--- config.mk ---
export PLATFORM = sky130hd
export DESIGN_NAME = bmp_rle_index_decoder
export DESIGN_NICKNAME = d
export VERILOG_FILES = /design/src/design/bmprle_pkg.sv /design/src/design/bmp_rle_index_decoder.sv /design/src/design/bmprle_parse.sv /design/src/design/bmprle_ofifo.sv
export VERILOG_INCLUDE_DIRS = /design/src /design/src/design
export SDC_FILE = /design/constraint.sdc
export NUM_CORES = 1
export LEC_CHECK = 0
export BUFFER_PORTS_ARGS = -buffer_cell sky130_fd_sc_hd__buf_4
export CORE_MARGIN = 4
export CORE_UTILIZATION = 55
export DETAILED_ROUTE_END_ITERATION = 16
export PLACE_DENSITY_LB_ADDON = 0.1
export SLEW_MARGIN = 40
export SYNTH_ARGS = -nofsm -noshare
export SYNTH_HDL_FRONTEND = slang
export SYNTH_SLANG_ARGS = --single-unit
--- constraint.sdc ---
create_clock -name clk -period 11.52 [get_ports clk]
set_input_delay 1.728 -clock clk [delete_from_list [all_inputs] [get_ports clk]]
set_output_delay 1.728 -clock clk [all_outputs]
set_load 0.1 [all_outputs]
--- src/design/assert_macros.svh ---
// Assertion helpers shared by the decoder modules.
// Each use expands to one labeled concurrent assertion clocked on clk.
`ifndef ASSERT_MACROS_SVH
`define ASSERT_MACROS_SVH

// Checked outside reset only.
`define BMP_ASSERT(label, prop, msg) \
  label: assert property (@(posedge clk) disable iff (!rst_n) (prop)) \
    else $error(msg);

// Checked at every edge, reset included.
`define BMP_ASSERT_ALWAYS(label, prop, msg) \
  label: assert property (@(posedge clk) (prop)) \
    else $error(msg);

`endif

--- src/design/bmprle_pkg.sv ---
`default_nettype none

package bmprle_pkg;

  // Default width of the internal column and line counters.
  localparam int COORD_BITS_DEF = 16;
  // Default depth of the result queue; it must hold at least two items.
  localparam int OFIFO_DEPTH_DEF = 4;

  // Configuration port.
  localparam int CFG_IDX_W  = 2;
  localparam int CFG_DATA_W = 16;
  localparam logic [CFG_IDX_W-1:0] REG_FOUR_BIT  = 2'd0;
  localparam logic [CFG_IDX_W-1:0] REG_HEIGHT    = 2'd1;
  localparam logic [CFG_IDX_W-1:0] REG_BOTTOM_UP = 2'd2;

  // Result kinds.
  localparam logic [1:0] KIND_RUN   = 2'd0;
  localparam logic [1:0] KIND_END   = 2'd1;
  localparam logic [1:0] KIND_TRUNC = 2'd2;

  // Second byte of an escape sequence.
  localparam logic [7:0] ESC_EOL   = 8'd0;
  localparam logic [7:0] ESC_EOB   = 8'd1;
  localparam logic [7:0] ESC_DELTA = 8'd2;

  typedef enum logic [6:0] {
    PH_COUNT    = 7'b0000001,
    PH_VALUE    = 7'b0000010,
    PH_ESCAPE   = 7'b0000100,
    PH_ABS_DATA = 7'b0001000,
    PH_ABS_PAD  = 7'b0010000,
    PH_DELTA_X  = 7'b0100000,
    PH_DELTA_Y  = 7'b1000000
  } phase_t;

  typedef struct packed {
    logic        four_bit;
    logic [15:0] height;
    logic        bottom_up;
  } cfg_t;

  typedef struct packed {
    logic [1:0]  kind;
    logic [15:0] row;
    logic [15:0] column;
    logic [7:0]  run_length;
    logic [7:0]  first_index;
    logic [7:0]  second_index;
    logic        last_result;
  } result_t;

  // Results written into the queue in the same cycle: slot0 first, then slot1.
  typedef struct packed {
    logic [1:0] cnt;
    result_t    slot0;
    result_t    slot1;
  } push_t;

endpackage

`default_nettype wire

--- src/design/bmp_rle_index_decoder.sv ---
// Channel   Dir  Handshake              Payload (lowest bit first)
// in_*      in   in_tvalid/in_tready    tdata: data_byte[7:0]; tlast: last_byte
// out_*     out  out_tvalid/out_tready  tdata: row, column, run_length, first_index,
//                                       second_index; tuser: kind; tlast: last_result
// cfg_*     in   cfg_we (no wait)       cfg_index selects, cfg_wdata[15:0] is the value
//
// One compressed byte is accepted per cycle while the result queue has two free
// entries. An accepted byte waits in the input register, is decoded there, and its
// results enter an OFIFO_DEPTH-entry (default four) queue; the first result can
// leave the cycle after that. A byte that yields a run and the premature-end marker
// hands both out one after another. The input stalls while the queue has fewer than
// two free entries, so output back-pressure reaches the input after the queue fills.
// Reset (rst_n low, synchronous) empties the queue and returns the parser to the
// start of an image; configuration takes its reset values.
`default_nettype none

module bmp_rle_index_decoder #(
  parameter int COORD_BITS  = bmprle_pkg::COORD_BITS_DEF,
  parameter int OFIFO_DEPTH = bmprle_pkg::OFIFO_DEPTH_DEF
) (
  input  wire logic                              clk,
  input  wire logic                              rst_n,
  // Compressed input: data_byte[7:0].
  input  wire logic                              in_tvalid,
  output logic                                   in_tready,
  input  wire logic [7:0]                        in_tdata,
  input  wire logic                              in_tlast,
  // Results: row[15:0], column[31:16], run_length[39:32], first_index[47:40],
  // second_index[55:48].
  output logic                                   out_tvalid,
  input  wire logic                              out_tready,
  output logic [55:0]                            out_tdata,
  // Result kind[1:0].
  output logic [1:0]                             out_tuser,
  output logic                                   out_tlast,
  // Register writes.
  input  wire logic                              cfg_we,
  input  wire logic [bmprle_pkg::CFG_IDX_W-1:0]  cfg_index,
  input  wire logic [bmprle_pkg::CFG_DATA_W-1:0] cfg_wdata
);

  bmprle_pkg::cfg_t    cfg_r;
  bmprle_pkg::push_t   push;
  bmprle_pkg::result_t res;
  logic                fifo_room;

  // Configuration registers. Writes to an unused index are dropped.
  always_ff @(posedge clk) begin
    if (!rst_n) begin
      cfg_r.four_bit  <= 1'b0;
      cfg_r.height    <= 16'd1;
      cfg_r.bottom_up <= 1'b1;
    end else if (cfg_we) begin
      unique case (cfg_index)
        bmprle_pkg::REG_FOUR_BIT:  cfg_r.four_bit  <= cfg_wdata[0];
        bmprle_pkg::REG_HEIGHT:    cfg_r.height    <= cfg_wdata[15:0];
        bmprle_pkg::REG_BOTTOM_UP: cfg_r.bottom_up <= cfg_wdata[0];
        default: ;
      endcase
    end
  end

  // Byte parser: holds the input register, the parse phase, the column and the
  // line, and forms up to two results for each byte.
  bmprle_parse #(
    .COORD_BITS (COORD_BITS)
  ) u_parse (
    .clk       (clk),
    .rst_n     (rst_n),
    .in_tvalid (in_tvalid),
    .in_tready (in_tready),
    .in_byte   (in_tdata),
    .in_last   (in_tlast),
    .cfg       (cfg_r),
    .fifo_room (fifo_room),
    .push      (push)
  );

  // Result queue: takes up to two results a cycle and hands out one whenever the output is ready.
  bmprle_ofifo #(
    .DEPTH (OFIFO_DEPTH)
  ) u_ofifo (
    .clk        (clk),
    .rst_n      (rst_n),
    .push       (push),
    .room       (fifo_room),
    .out_tvalid (out_tvalid),
    .out_tready (out_tready),
    .out_res    (res)
  );

  assign out_tdata = {res.second_index, res.first_index, res.run_length,
                      res.column, res.row};
  assign out_tuser = res.kind;
  assign out_tlast = res.last_result;

endmodule

`default_nettype wire

--- src/design/bmprle_parse.sv ---
`default_nettype none

module bmprle_parse #(
  parameter int COORD_BITS = bmprle_pkg::COORD_BITS_DEF
) (
  input  wire logic              clk,
  input  wire logic              rst_n,
  input  wire logic              in_tvalid,
  output logic                   in_tready,
  input  wire logic [7:0]        in_byte,
  input  wire logic              in_last,
  input  wire bmprle_pkg::cfg_t  cfg,
  input  wire logic              fifo_room,
  output bmprle_pkg::push_t      push
);

  `include "assert_macros.svh"

  // Input register.
  logic       stg_v_r, stg_v_nxt;
  logic [7:0] stg_byte_r;
  logic       stg_last_r;

  // Parse state.
  bmprle_pkg::phase_t    phase_r, phase_nxt;
  logic [7:0]            held_r, held_nxt;
  logic [COORD_BITS-1:0] col_r, col_nxt;
  logic [COORD_BITS-1:0] line_r, line_nxt;
  logic [7:0]            abs_left_r, abs_left_nxt;
  logic                  pad_r, pad_nxt;
  logic [7:0]            dx_r, dx_nxt;
  logic                  fin_r, fin_nxt;

  logic                  adv;
  logic                  in_fire;
  logic                  run_en, eob_en, run_out, trunc_en, prim_v;
  logic [7:0]            run_len, run_a, run_b;
  logic [8:0]            byte_inc;
  logic [15:0]           row_diff;
  bmprle_pkg::result_t   run_res, eob_res, trunc_res, prim_res;

  function automatic logic [COORD_BITS-1:0] sat_add(input logic [COORD_BITS-1:0] a,
                                                    input logic [7:0] b);
    logic [COORD_BITS:0] s;
    s = {1'b0, a} + (COORD_BITS+1)'(b);
    return s[COORD_BITS] ? {COORD_BITS{1'b1}} : s[COORD_BITS-1:0];
  endfunction

  // The staged byte moves on only when the queue can take two results.
  assign adv       = stg_v_r && fifo_room;
  assign in_tready = !stg_v_r || adv;
  assign in_fire   = in_tvalid && in_tready;

  always_comb begin
    stg_v_nxt = stg_v_r;
    if (in_fire) begin
      stg_v_nxt = 1'b1;
    end else if (adv) begin
      stg_v_nxt = 1'b0;
    end
  end

  assign byte_inc = {1'b0, stg_byte_r} + 9'd1;

  always_comb begin
    phase_nxt    = phase_r;
    held_nxt     = held_r;
    col_nxt      = col_r;
    line_nxt     = line_r;
    abs_left_nxt = abs_left_r;
    pad_nxt      = pad_r;
    dx_nxt       = dx_r;
    fin_nxt      = fin_r;
    run_en       = 1'b0;
    eob_en       = 1'b0;
    run_len      = '0;
    run_a        = '0;
    run_b        = '0;

    if (!fin_r) begin
      unique case (phase_r)
        bmprle_pkg::PH_COUNT: begin
          held_nxt  = stg_byte_r;
          phase_nxt = (stg_byte_r != 8'd0) ? bmprle_pkg::PH_VALUE : bmprle_pkg::PH_ESCAPE;
        end
        bmprle_pkg::PH_VALUE: begin
          run_en  = 1'b1;
          run_len = held_r;
          if (cfg.four_bit) begin
            run_a = {4'd0, stg_byte_r[7:4]};
            run_b = {4'd0, stg_byte_r[3:0]};
          end else begin
            run_a = stg_byte_r;
            run_b = stg_byte_r;
          end
          phase_nxt = bmprle_pkg::PH_COUNT;
        end
        bmprle_pkg::PH_ESCAPE: begin
          unique case (stg_byte_r)
            bmprle_pkg::ESC_EOL: begin
              col_nxt   = '0;
              line_nxt  = sat_add(line_r, 8'd1);
              phase_nxt = bmprle_pkg::PH_COUNT;
            end
            bmprle_pkg::ESC_EOB: begin
              eob_en    = 1'b1;
              fin_nxt   = 1'b1;
              phase_nxt = bmprle_pkg::PH_COUNT;
            end
            bmprle_pkg::ESC_DELTA: begin
              phase_nxt = bmprle_pkg::PH_DELTA_X;
            end
            default: begin
              // Absolute run; pad flags an odd number of data bytes.
              abs_left_nxt = stg_byte_r;
              held_nxt     = stg_byte_r;
              pad_nxt      = cfg.four_bit ? byte_inc[1] : stg_byte_r[0];
              phase_nxt    = bmprle_pkg::PH_ABS_DATA;
            end
          endcase
        end
        bmprle_pkg::PH_ABS_DATA: begin
          run_en = 1'b1;
          if (cfg.four_bit) begin
            run_len      = (abs_left_r >= 8'd2) ? 8'd2 : abs_left_r;
            run_a        = {4'd0, stg_byte_r[7:4]};
            run_b        = {4'd0, stg_byte_r[3:0]};
            abs_left_nxt = abs_left_r - run_len;
          end else begin
            run_len      = 8'd1;
            run_a        = stg_byte_r;
            run_b        = stg_byte_r;
            abs_left_nxt = (abs_left_r != 8'd0) ? abs_left_r - 8'd1 : 8'd0;
          end
          if (abs_left_nxt == 8'd0) begin
            phase_nxt = pad_r ? bmprle_pkg::PH_ABS_PAD : bmprle_pkg::PH_COUNT;
          end
        end
        bmprle_pkg::PH_ABS_PAD: begin
          pad_nxt   = 1'b0;
          phase_nxt = bmprle_pkg::PH_COUNT;
        end
        bmprle_pkg::PH_DELTA_X: begin
          dx_nxt    = stg_byte_r;
          phase_nxt = bmprle_pkg::PH_DELTA_Y;
        end
        bmprle_pkg::PH_DELTA_Y: begin
          col_nxt   = sat_add(col_r, dx_r);
          line_nxt  = sat_add(line_r, stg_byte_r);
          phase_nxt = bmprle_pkg::PH_COUNT;
        end
        default: begin
          phase_nxt = bmprle_pkg::PH_COUNT;
        end
      endcase
    end

    // A run advances the column whether or not it lands inside the image.
    if (run_en) begin
      col_nxt = sat_add(col_r, run_len);
    end

    trunc_en = stg_last_r && !fin_nxt;

    // The final byte returns the parser to its start state.
    if (stg_last_r) begin
      phase_nxt    = bmprle_pkg::PH_COUNT;
      held_nxt     = '0;
      col_nxt      = '0;
      line_nxt     = '0;
      abs_left_nxt = '0;
      pad_nxt      = 1'b0;
      dx_nxt       = '0;
      fin_nxt      = 1'b0;
    end
  end

  // Row flip is taken modulo the coordinate range.
  assign row_diff = cfg.height - 16'd1 - 16'(line_r);
  assign run_out  = run_en && (16'(line_r) < cfg.height);
  assign prim_v   = run_out || eob_en;

  always_comb begin
    run_res              = '0;
    run_res.kind         = bmprle_pkg::KIND_RUN;
    run_res.row          = cfg.bottom_up ? 16'(row_diff[COORD_BITS-1:0]) : 16'(line_r);
    run_res.column       = 16'(col_r);
    run_res.run_length   = run_len;
    run_res.first_index  = run_a;
    run_res.second_index = run_b;

    eob_res              = '0;
    eob_res.kind         = bmprle_pkg::KIND_END;

    trunc_res             = '0;
    trunc_res.kind        = bmprle_pkg::KIND_TRUNC;
    trunc_res.last_result = 1'b1;

    prim_res             = run_out ? run_res : eob_res;
    prim_res.last_result = !trunc_en;

    push = '0;
    if (adv) begin
      if (prim_v) begin
        push.slot0 = prim_res;
        push.slot1 = trunc_res;
        push.cnt   = trunc_en ? 2'd2 : 2'd1;
      end else if (trunc_en) begin
        push.slot0 = trunc_res;
        push.cnt   = 2'd1;
      end
    end
  end

  always_ff @(posedge clk) begin
    if (in_fire) begin
      stg_byte_r <= in_byte;
      stg_last_r <= in_last;
    end
  end

  always_ff @(posedge clk) begin
    if (!rst_n) begin
      stg_v_r    <= 1'b0;
      phase_r    <= bmprle_pkg::PH_COUNT;
      held_r     <= '0;
      col_r      <= '0;
      line_r     <= '0;
      abs_left_r <= '0;
      pad_r      <= 1'b0;
      dx_r       <= '0;
      fin_r      <= 1'b0;
    end else begin
      stg_v_r <= stg_v_nxt;
      if (adv) begin
        phase_r    <= phase_nxt;
        held_r     <= held_nxt;
        col_r      <= col_nxt;
        line_r     <= line_nxt;
        abs_left_r <= abs_left_nxt;
        pad_r      <= pad_nxt;
        dx_r       <= dx_nxt;
        fin_r      <= fin_nxt;
      end
    end
  end

  `BMP_ASSERT(a_fin_idle_phase, fin_r |-> (phase_r == bmprle_pkg::PH_COUNT), "finished with parse phase not at count byte")
  `BMP_ASSERT(a_last_clears, (adv && stg_last_r) |=> (phase_r == bmprle_pkg::PH_COUNT && !fin_r && line_r == '0 && col_r == '0), "final byte did not clear parse state")
  `BMP_ASSERT(a_second_is_trunc, (push.cnt == 2'd2) |-> (push.slot1.kind == bmprle_pkg::KIND_TRUNC && stg_last_r), "second result of a byte is not the truncation marker")

endmodule

`default_nettype wire

--- src/design/bmprle_ofifo.sv ---
`default_nettype none

module bmprle_ofifo #(
  parameter int DEPTH = bmprle_pkg::OFIFO_DEPTH_DEF
) (
  input  wire logic                 clk,
  input  wire logic                 rst_n,
  input  wire bmprle_pkg::push_t    push,
  output logic                      room,
  output logic                      out_tvalid,
  input  wire logic                 out_tready,
  output bmprle_pkg::result_t       out_res
);

  `include "assert_macros.svh"

  localparam int PW = (DEPTH > 1) ? $clog2(DEPTH) : 1;
  localparam int CW = $clog2(DEPTH + 1);

  bmprle_pkg::result_t mem_r [DEPTH];
  logic [PW-1:0] wr_r, wr_nxt, rd_r, rd_nxt, wp1, wp2;
  logic [CW-1:0] count_r, count_nxt;
  logic          pop;

  function automatic logic [PW-1:0] ptr_inc(input logic [PW-1:0] p);
    return (p == PW'(DEPTH - 1)) ? '0 : p + PW'(1);
  endfunction

  assign wp1        = ptr_inc(wr_r);
  assign wp2        = ptr_inc(wp1);
  assign room       = count_r <= CW'(DEPTH - 2);
  assign out_tvalid = count_r != '0;
  assign out_res    = mem_r[rd_r];
  assign pop        = out_tvalid && out_tready;

  always_comb begin
    case (push.cnt)
      2'd1:    wr_nxt = wp1;
      2'd2:    wr_nxt = wp2;
      default: wr_nxt = wr_r;
    endcase
    rd_nxt    = pop ? ptr_inc(rd_r) : rd_r;
    count_nxt = count_r + CW'(push.cnt) - CW'(pop);
  end

  always_ff @(posedge clk) begin
    if (push.cnt != 2'd0) begin
      mem_r[wr_r] <= push.slot0;
    end
    if (push.cnt == 2'd2) begin
      mem_r[wp1] <= push.slot1;
    end
  end

  always_ff @(posedge clk) begin
    if (!rst_n) begin
      wr_r    <= '0;
      rd_r    <= '0;
      count_r <= '0;
    end else begin
      wr_r    <= wr_nxt;
      rd_r    <= rd_nxt;
      count_r <= count_nxt;
    end
  end

  `BMP_ASSERT_ALWAYS(a_reset_empty, !rst_n |=> (count_r == '0), "result queue not empty after reset")
  `BMP_ASSERT(a_push_has_room, (push.cnt != 2'd0) |-> room, "results written into a queue without two free entries")
  `BMP_ASSERT(a_count_bound, count_r <= CW'(DEPTH), "result queue count beyond its depth")

endmodule

`default_nettype wire
# Word level (Yosys, flattened, before mapping)
# Memory sizes are Yosys's and may differ from the RTL's. A register that Yosys moved wholly into a read port is not among the register bits.
# Cells that the tools add are included.
[totals]
ram_bits = 236
register_bits = 100
word_cells = 170
out_inout_bits = 61
mem_count = 1
[op_classes]
add_sub_neg = 14
mux = 75
n_reduce_logical = 38
n_eq_ne = 22
n_lt_le_gt_ge = 3
[memory_table]
columns = ["memory", "words", "word_bits", "rd", "rd_clocked_by_memory_dff", "wr", "line", "source"]
rows = [
  ["u_ofifo.mem_r", 4, 59, 1, 1, 2, "bmprle_ofifo.sv:20", "bmprle_pkg::result_t mem_r [DEPTH];"],
]
[op_table]
columns = ["cell", "n"]
rows = [
  ["16-bit two-way mux", 12],
  ["8-bit two-way mux", 21],
  ["120-bit two-way mux", 1],
  ["16-bit case mux with 2 select lines", 2],
  ["61-bit two-way mux", 1],
  ["60-bit two-way mux", 1],
  ["59-bit two-way mux", 1],
  ["58-bit two-way mux", 1],
  ["16-bit by 8-bit adder with 17-bit output", 3],
  ["8-bit case mux with 2 select lines", 3],
  ["7-bit case mux with 4 select lines", 1],
  ["7-bit two-way mux", 3],
  ["4-bit AND reduction", 5],
  ["16-bit by 1-bit adder with 17-bit output, second input constant", 1],
  ["1-bit two-way mux", 17],
  ["8-bit logical NOT", 2],
  ["16-bit < comparator", 1],
  ["8-bit nonzero test", 2],
  ["16-bit by 1-bit subtractor with 16-bit output, second input constant", 1],
  ["16-bit subtractor", 1],
  ["3-bit nonzero test", 5],
  ["2-bit two-way mux", 6],
  ["6-bit case mux with 2 select lines", 1],
  ["2-bit == test, second input constant", 5],
  ["other kinds (35)", 55],
]

# Longest topological paths before layout
[logic_depth]
depth_word = 12
ltp_mapped = 19
ltp_nobuf = 18

# Hierarchy
# Synthesis repeated with hierarchy kept, for this count alone.
[hier_totals]
cells_unflattened = 1768
hier_area_um2 = 20517.2
[by_module_without_submodules]
columns = ["mod", "seq_area_each_um2", "area_each_um2", "cells_each", "n_inst"]
rows = [
  ["bmprle_ofifo", 7267.0, 11906.4, 641, 1],
  ["bmprle_parse", 1591.5, 7856.3, 1047, 1],
  ["bmp_rle_index_decoder", 360.3, 754.5, 80, 1],
]

# Worst setup path before layout
# OpenSTA, ideal clock, no wires.
[synth_path]
path_type = "reg2out"
start = "reg with a tool-made name"
end = "out out_tdata[52]"
n_path_buf = 3
t_arrival_ns = 2.441
stages_incl_launch_ff = 5
setup_slack_ns = 7.351
t_required_ns = 9.792
cell_sequence = "dfxtp_1 > clkbuf_1 > buf_1 > mux4_2 > buf_4"
[synth_rtl]
columns = ["element", "line", "source"]
rows = [
  ["end: declaration", "bmp_rle_index_decoder.sv:32", "output logic [55:0] out_tdata,"],
]

==> impl_table.tex <==
\begin{tabular}{lr}
\hline
Metric & Value \\
\hline
\multicolumn{2}{l}{\textbf{Timing}} \\
Least-Margin Pin Slew & 0.8499 ns \\
Min Clock Period, post-route & 4.889 ns \\
Share of the clock period used by the worst path after layout & 42.44\% \\
Count of endpoints failing hold in the final timing report & 0 \\
Total of endpoints with negative setup slack in the final report & 0 \\
Setup Skew & 0.01824 ns \\
Setup total negative slack & 0 ns \\
Normalized max-slew margin & 43.34\% \\
RSZ-0062 raised after global routing & no \\
Hold slack & 0.4460 ns \\
Number of max-slew violations in the final report & 0 \\
Maximum clock frequency & 204.5 MHz \\
\multicolumn{2}{l}{\textbf{Power}} \\
Leakage component of the power & 7.306 nW \\
NetSw & 0.0007623 W \\
Sequential share of power & 42.8\% \\
Pint & 0.001997 W \\
Maximum ir drop on the vdd rail & 0.1767 mV \\
Share of power burned in the clock network & 42.5\% \\
Combinational cell fraction of total power & 14.7\% \\
Sw Ratio & 27.62\% \\
Areal power density over the cells & 149.5 nW/um2 \\
\multicolumn{2}{l}{\textbf{Synth}} \\
Number of flip-flops and latches in the synthesized netlist & 322 \\
Gate count of the mapped netlist & 1770 \\
Synthesized netlist net count & 1885 \\
Post-synth EDFFs & 17 \\
Count of yosys warnings during synthesis & 0 \\
Most instantiated flip-flop cell in the synthesis netlist & dfxtp\_1 \\
Asr flop ratio synth & 0\% \\
Synthesized area per cell & 9.212 um2 \\
Proportion of synthesized chip area in sequential cells & 40.58\% \\
Yosys cell types & 78 \\
Syn Std Cell Area & 16300 um2 \\
\multicolumn{2}{l}{\textbf{Layout}} \\
Diode count & 0 \\
Multi-input gate area in the final layout & 9116 um2 \\
Count of nets after finishing & 1923 \\
Register area & 6621 um2 \\
Post-route core utilization & 63.81\% \\
Area growth syn-to-layout & 13.25\% \\
Finished layout cell area & 18460 um2 \\
Layout cells sized above 1 & 13.74\% \\
Filler instances & 2501 \\
\multicolumn{2}{l}{\textbf{Drt}} \\
Detail Route Antenna Nets & 0 \\
Average wire per cell in the routed design & 20.04 um \\
Detailed-route wire length & 44.46 mm \\
First-pass detailed-route iteration total & 7 \\
Via density per instance & 6.119 \\
Number of vias after detailed routing & 13570 \\
DRC marker count from the first detailed-route iteration & 1309 \\
Final routed DRC violation total & 0 \\
\multicolumn{2}{l}{\textbf{Floorplanning}} \\
Die Area & 32460 um2 \\
Initial core utilization & 56.35\% \\
Horizontal die dimension & 180.2 um \\
Floorplan row count & 62 \\
Placeable core area & 28940 um2 \\
I/O pin count & 93 \\
Die Span Y & 180.2 um \\
\multicolumn{2}{l}{\textbf{Clock tree}} \\
Buffers inserted by post-CTS timing repair & 0 \\
CTS tree & done \\
Number of H-tree branching levels & 2 \\
Worst-skew pair later-pin latency & 0.53 ns \\
Clock input transition at the sequential cells of the worst setup and hold paths & 0.06 ns \\
Buffers from clock root to sink, at most & 3 \\
Cts repair resizes & 0 \\
Root buffer cell & clkbuf\_16 \\
CTS buffer count & 36 \\
Clock sinks & 322 \\
Hold bufs inserted after CTS & 0 \\
\multicolumn{2}{l}{\textbf{Job}} \\
Max\_cap viols & 0 \\
\multicolumn{2}{l}{\textbf{Placement}} \\
Placement Cell Area & 17250 um2 \\
Gpl congestion & 0.9199 \\
Final HPWL DP & 30.51 mm \\
Input/output buffers & 92 \\
\multicolumn{2}{l}{\textbf{Hold path}} \\
Origin of the worst min-delay path & u\_ofifo.mem\_r[3][10]\$\_SDFFE\_PP0P\_ \\
HP Class & reg -> reg \\
Hold Path Sink & u\_ofifo.mem\_r[3][10]\$\_SDFFE\_PP0P\_ \\
Hold Crit Depth & 2 \\
\multicolumn{2}{l}{\textbf{Critical path}} \\
Setup slack of the worst register-to-register path & 6.63 ns \\
Required time of the critical path & 11.88 ns \\
Critical path class & reg -> reg \\
Endpoint type of the worst setup path & flop \\
Crit path DAT & 5.25 ns \\
FF-to-FF End & u\_ofifo.mem\_r[2][53]\$\_SDFFE\_PP0P\_ \\
Launching element type of the critical path & flop \\
Startpoint of the worst register-to-register path & u\_parse.phase\_r[2]\$\_SDFFE\_PN0P\_ \\
Maximum fanout along the worst path & 19 \\
Worst reg-to-reg path cell count & 13 \\
\multicolumn{2}{l}{\textbf{GRT}} \\
GRT Util Overall & 26.52\% \\
Pin count of the biggest net entering global routing & 69 \\
Number of antenna violations at the first check in global routing & 0 \\
Number of global-route vias before repair & 13270 \\
Residual overflow from global routing & 0 \\
Global-route wire length before repair & 71.53 mm \\
\multicolumn{2}{l}{\textbf{Run status}} \\
Result of the run & finished clean \\
\hline
\end{tabular}
## state kept, by name, summed over array words and instances, names as in the netlist, 3 cells and up, named ones only
| signal | count |
|---|---|
| u_parse.abs_left_r | 8 |
| u_parse.dx_r | 8 |
| cfg_r | 18 |
| u_parse.col_r | 16 |
| u_parse.line_r | 16 |
| u_ofifo.mem_r | 220 |
| u_ofifo.count_r | 3 |
| u_parse.phase_r | 7 |
| u_parse.held_r | 8 |
| u_parse.stg_byte_r | 8 |
## layer usage
metal	track usage (%)	routed length (um)
met1	38.68	20680
met2	41.80	19970
met3	4.158	3018
met4	6.201	786
met5	0	0
## layout by cell type (no fill, tap or decap), types with 12 or more instances in the layout
cell type  Yosys  final
a21o_1        23     23
a21oi_1       95     91
a22o_1       101    101
a31oi_1       12     12
and2_1        23     24
buf_4          4    105
clkbuf_16      0     36
dfxtp_1      305    303
edfxtp_1      17     17
ha_1          78     78
inv_1         67     67
mux2i_1       41     41
mux4_2        55     55
nand2_1      248    248
nand3_1       26     26
nand4_1       12     12
nor2_1       106    103
nor2b_1       24     24
nor3_1        34     31
o211ai_1      12     12
o21ai_0      174    174
xnor2_1       31     31
xor2_1        13     13
## cell usage after synthesis (10+ instances only)
cell type	count	area share, %
mux2i_1	41	2.5
o211ai_1	12	0.55
o21ai_0	174	5.3
edfxtp_1	17	3.1
xnor2_1	31	1.7
nor3_1	34	1.0
nand2_1	248	5.7
buf_1	13	0.30
mux4_2	55	7.6
a31oi_1	12	0.46
a21oi_1	95	2.9
nor2b_1	24	0.92
nor2_1	106	2.4
a221oi_1	10	0.54
xor2_1	13	0.70
dfxtp_1	305	37
and2_1	23	0.88
a21o_1	23	1.1
nand3_1	26	0.80
a22o_1	101	5.4
a211oi_1	10	0.46
inv_1	67	1.5
o31ai_1	10	0.46
nand4_1	12	0.46
ha_1	78	6.0
clkbuf_1	85	2.0
## logic make-up (layout without fill, tap and decap cells)
family	after synthesis	in the layout	synth area share [%]
XOR/XNOR	44	44	2.364
buffers and inverters	173	237	4.136
AND/OR/NAND/NOR	528	528	14.80
multiplexers	101	101	10.46
adder cells (fa/ha/maj)	83	83	6.600
AO/OA/AOI/OAI	518	518	21.04
other	1	1	0.02300
flip-flops	322	322	40.58
## area by class of cell
cell class,count,share of cell area (%)
Inverter,68,1.382
Timing Repair Buffer,105,4.269
Clock inverter,12,0.9826
Sequential cell,322,35.86
Tap cell,384,2.602
Multi-Input combinational cell,1275,49.37
Clock buffer,52,5.530
## worst max-delay path: stages (launching register included)
cell	delay, ns
dfxtp_1	0.39
nor4_2	0.50
nand3_1	0.52
nor2_1	0.22
o211ai_1	0.15
or2_2	0.34
o21ai_1	0.25
ha_1	0.37
nand2_1	0.14
ha_1	0.63
nand2_1	0.13
and2_1	0.28
nand2_1	0.58
o21ai_0	0.22
## worst max-delay path by stage
| stage | from | endpoint | slack [ns] |
|---|---|---|---|
| floorplan | flop | out_tdata[52] | 7.35 |
| global placement | u_parse.phase_r[2]$_SDFFE_PN0P_ | u_ofifo.mem_r[0][38]$_SDFFE_PP0P_ | 6.67 |
| detailed placement | u_parse.phase_r[2]$_SDFFE_PN0P_ | u_ofifo.mem_r[0][47]$_SDFFE_PP0P_ | 6.69 |
| CTS | u_parse.phase_r[2]$_SDFFE_PN0P_ | u_ofifo.mem_r[2][51]$_SDFFE_PP0P_ | 6.71 |
| global route | u_parse.phase_r[2]$_SDFFE_PN0P_ | u_ofifo.mem_r[2][50]$_SDFFE_PP0P_ | 6.12 |
| finish | u_parse.phase_r[2]$_SDFFE_PN0P_ | u_ofifo.mem_r[2][53]$_SDFFE_PP0P_ | 6.63 |
## per-stage QoR
step | cells | setup WS, ns | power, W
floorplan | 1770 | 7.351 | 0.001495
global placement | 2154 | 6.671 | 0.001601
detailed placement | 2154 | 6.695 | 0.001608
CTS | 2218 | 6.711 | 0.002769
global route | 2218 | 6.115 | 0.002859
finish | 2218 | 6.631 | 0.002760
## power by group through the flow
stage / Sequential (W) / Clock, W / Combinational, W
2_1_floorplan: 0.00118 / 0 / 0.000312
3_3_place_gp: 0.00120 / 0 / 0.000396
3_5_place_dp: 0.00121 / 0 / 0.000402
4_1_cts: 0.00118 / 0.00118 / 0.000404
5_1_grt: 0.00118 / 0.00124 / 0.000437
6_report: 0.00118 / 0.00117 / 0.000406
(Power assumes the default switching activity.)
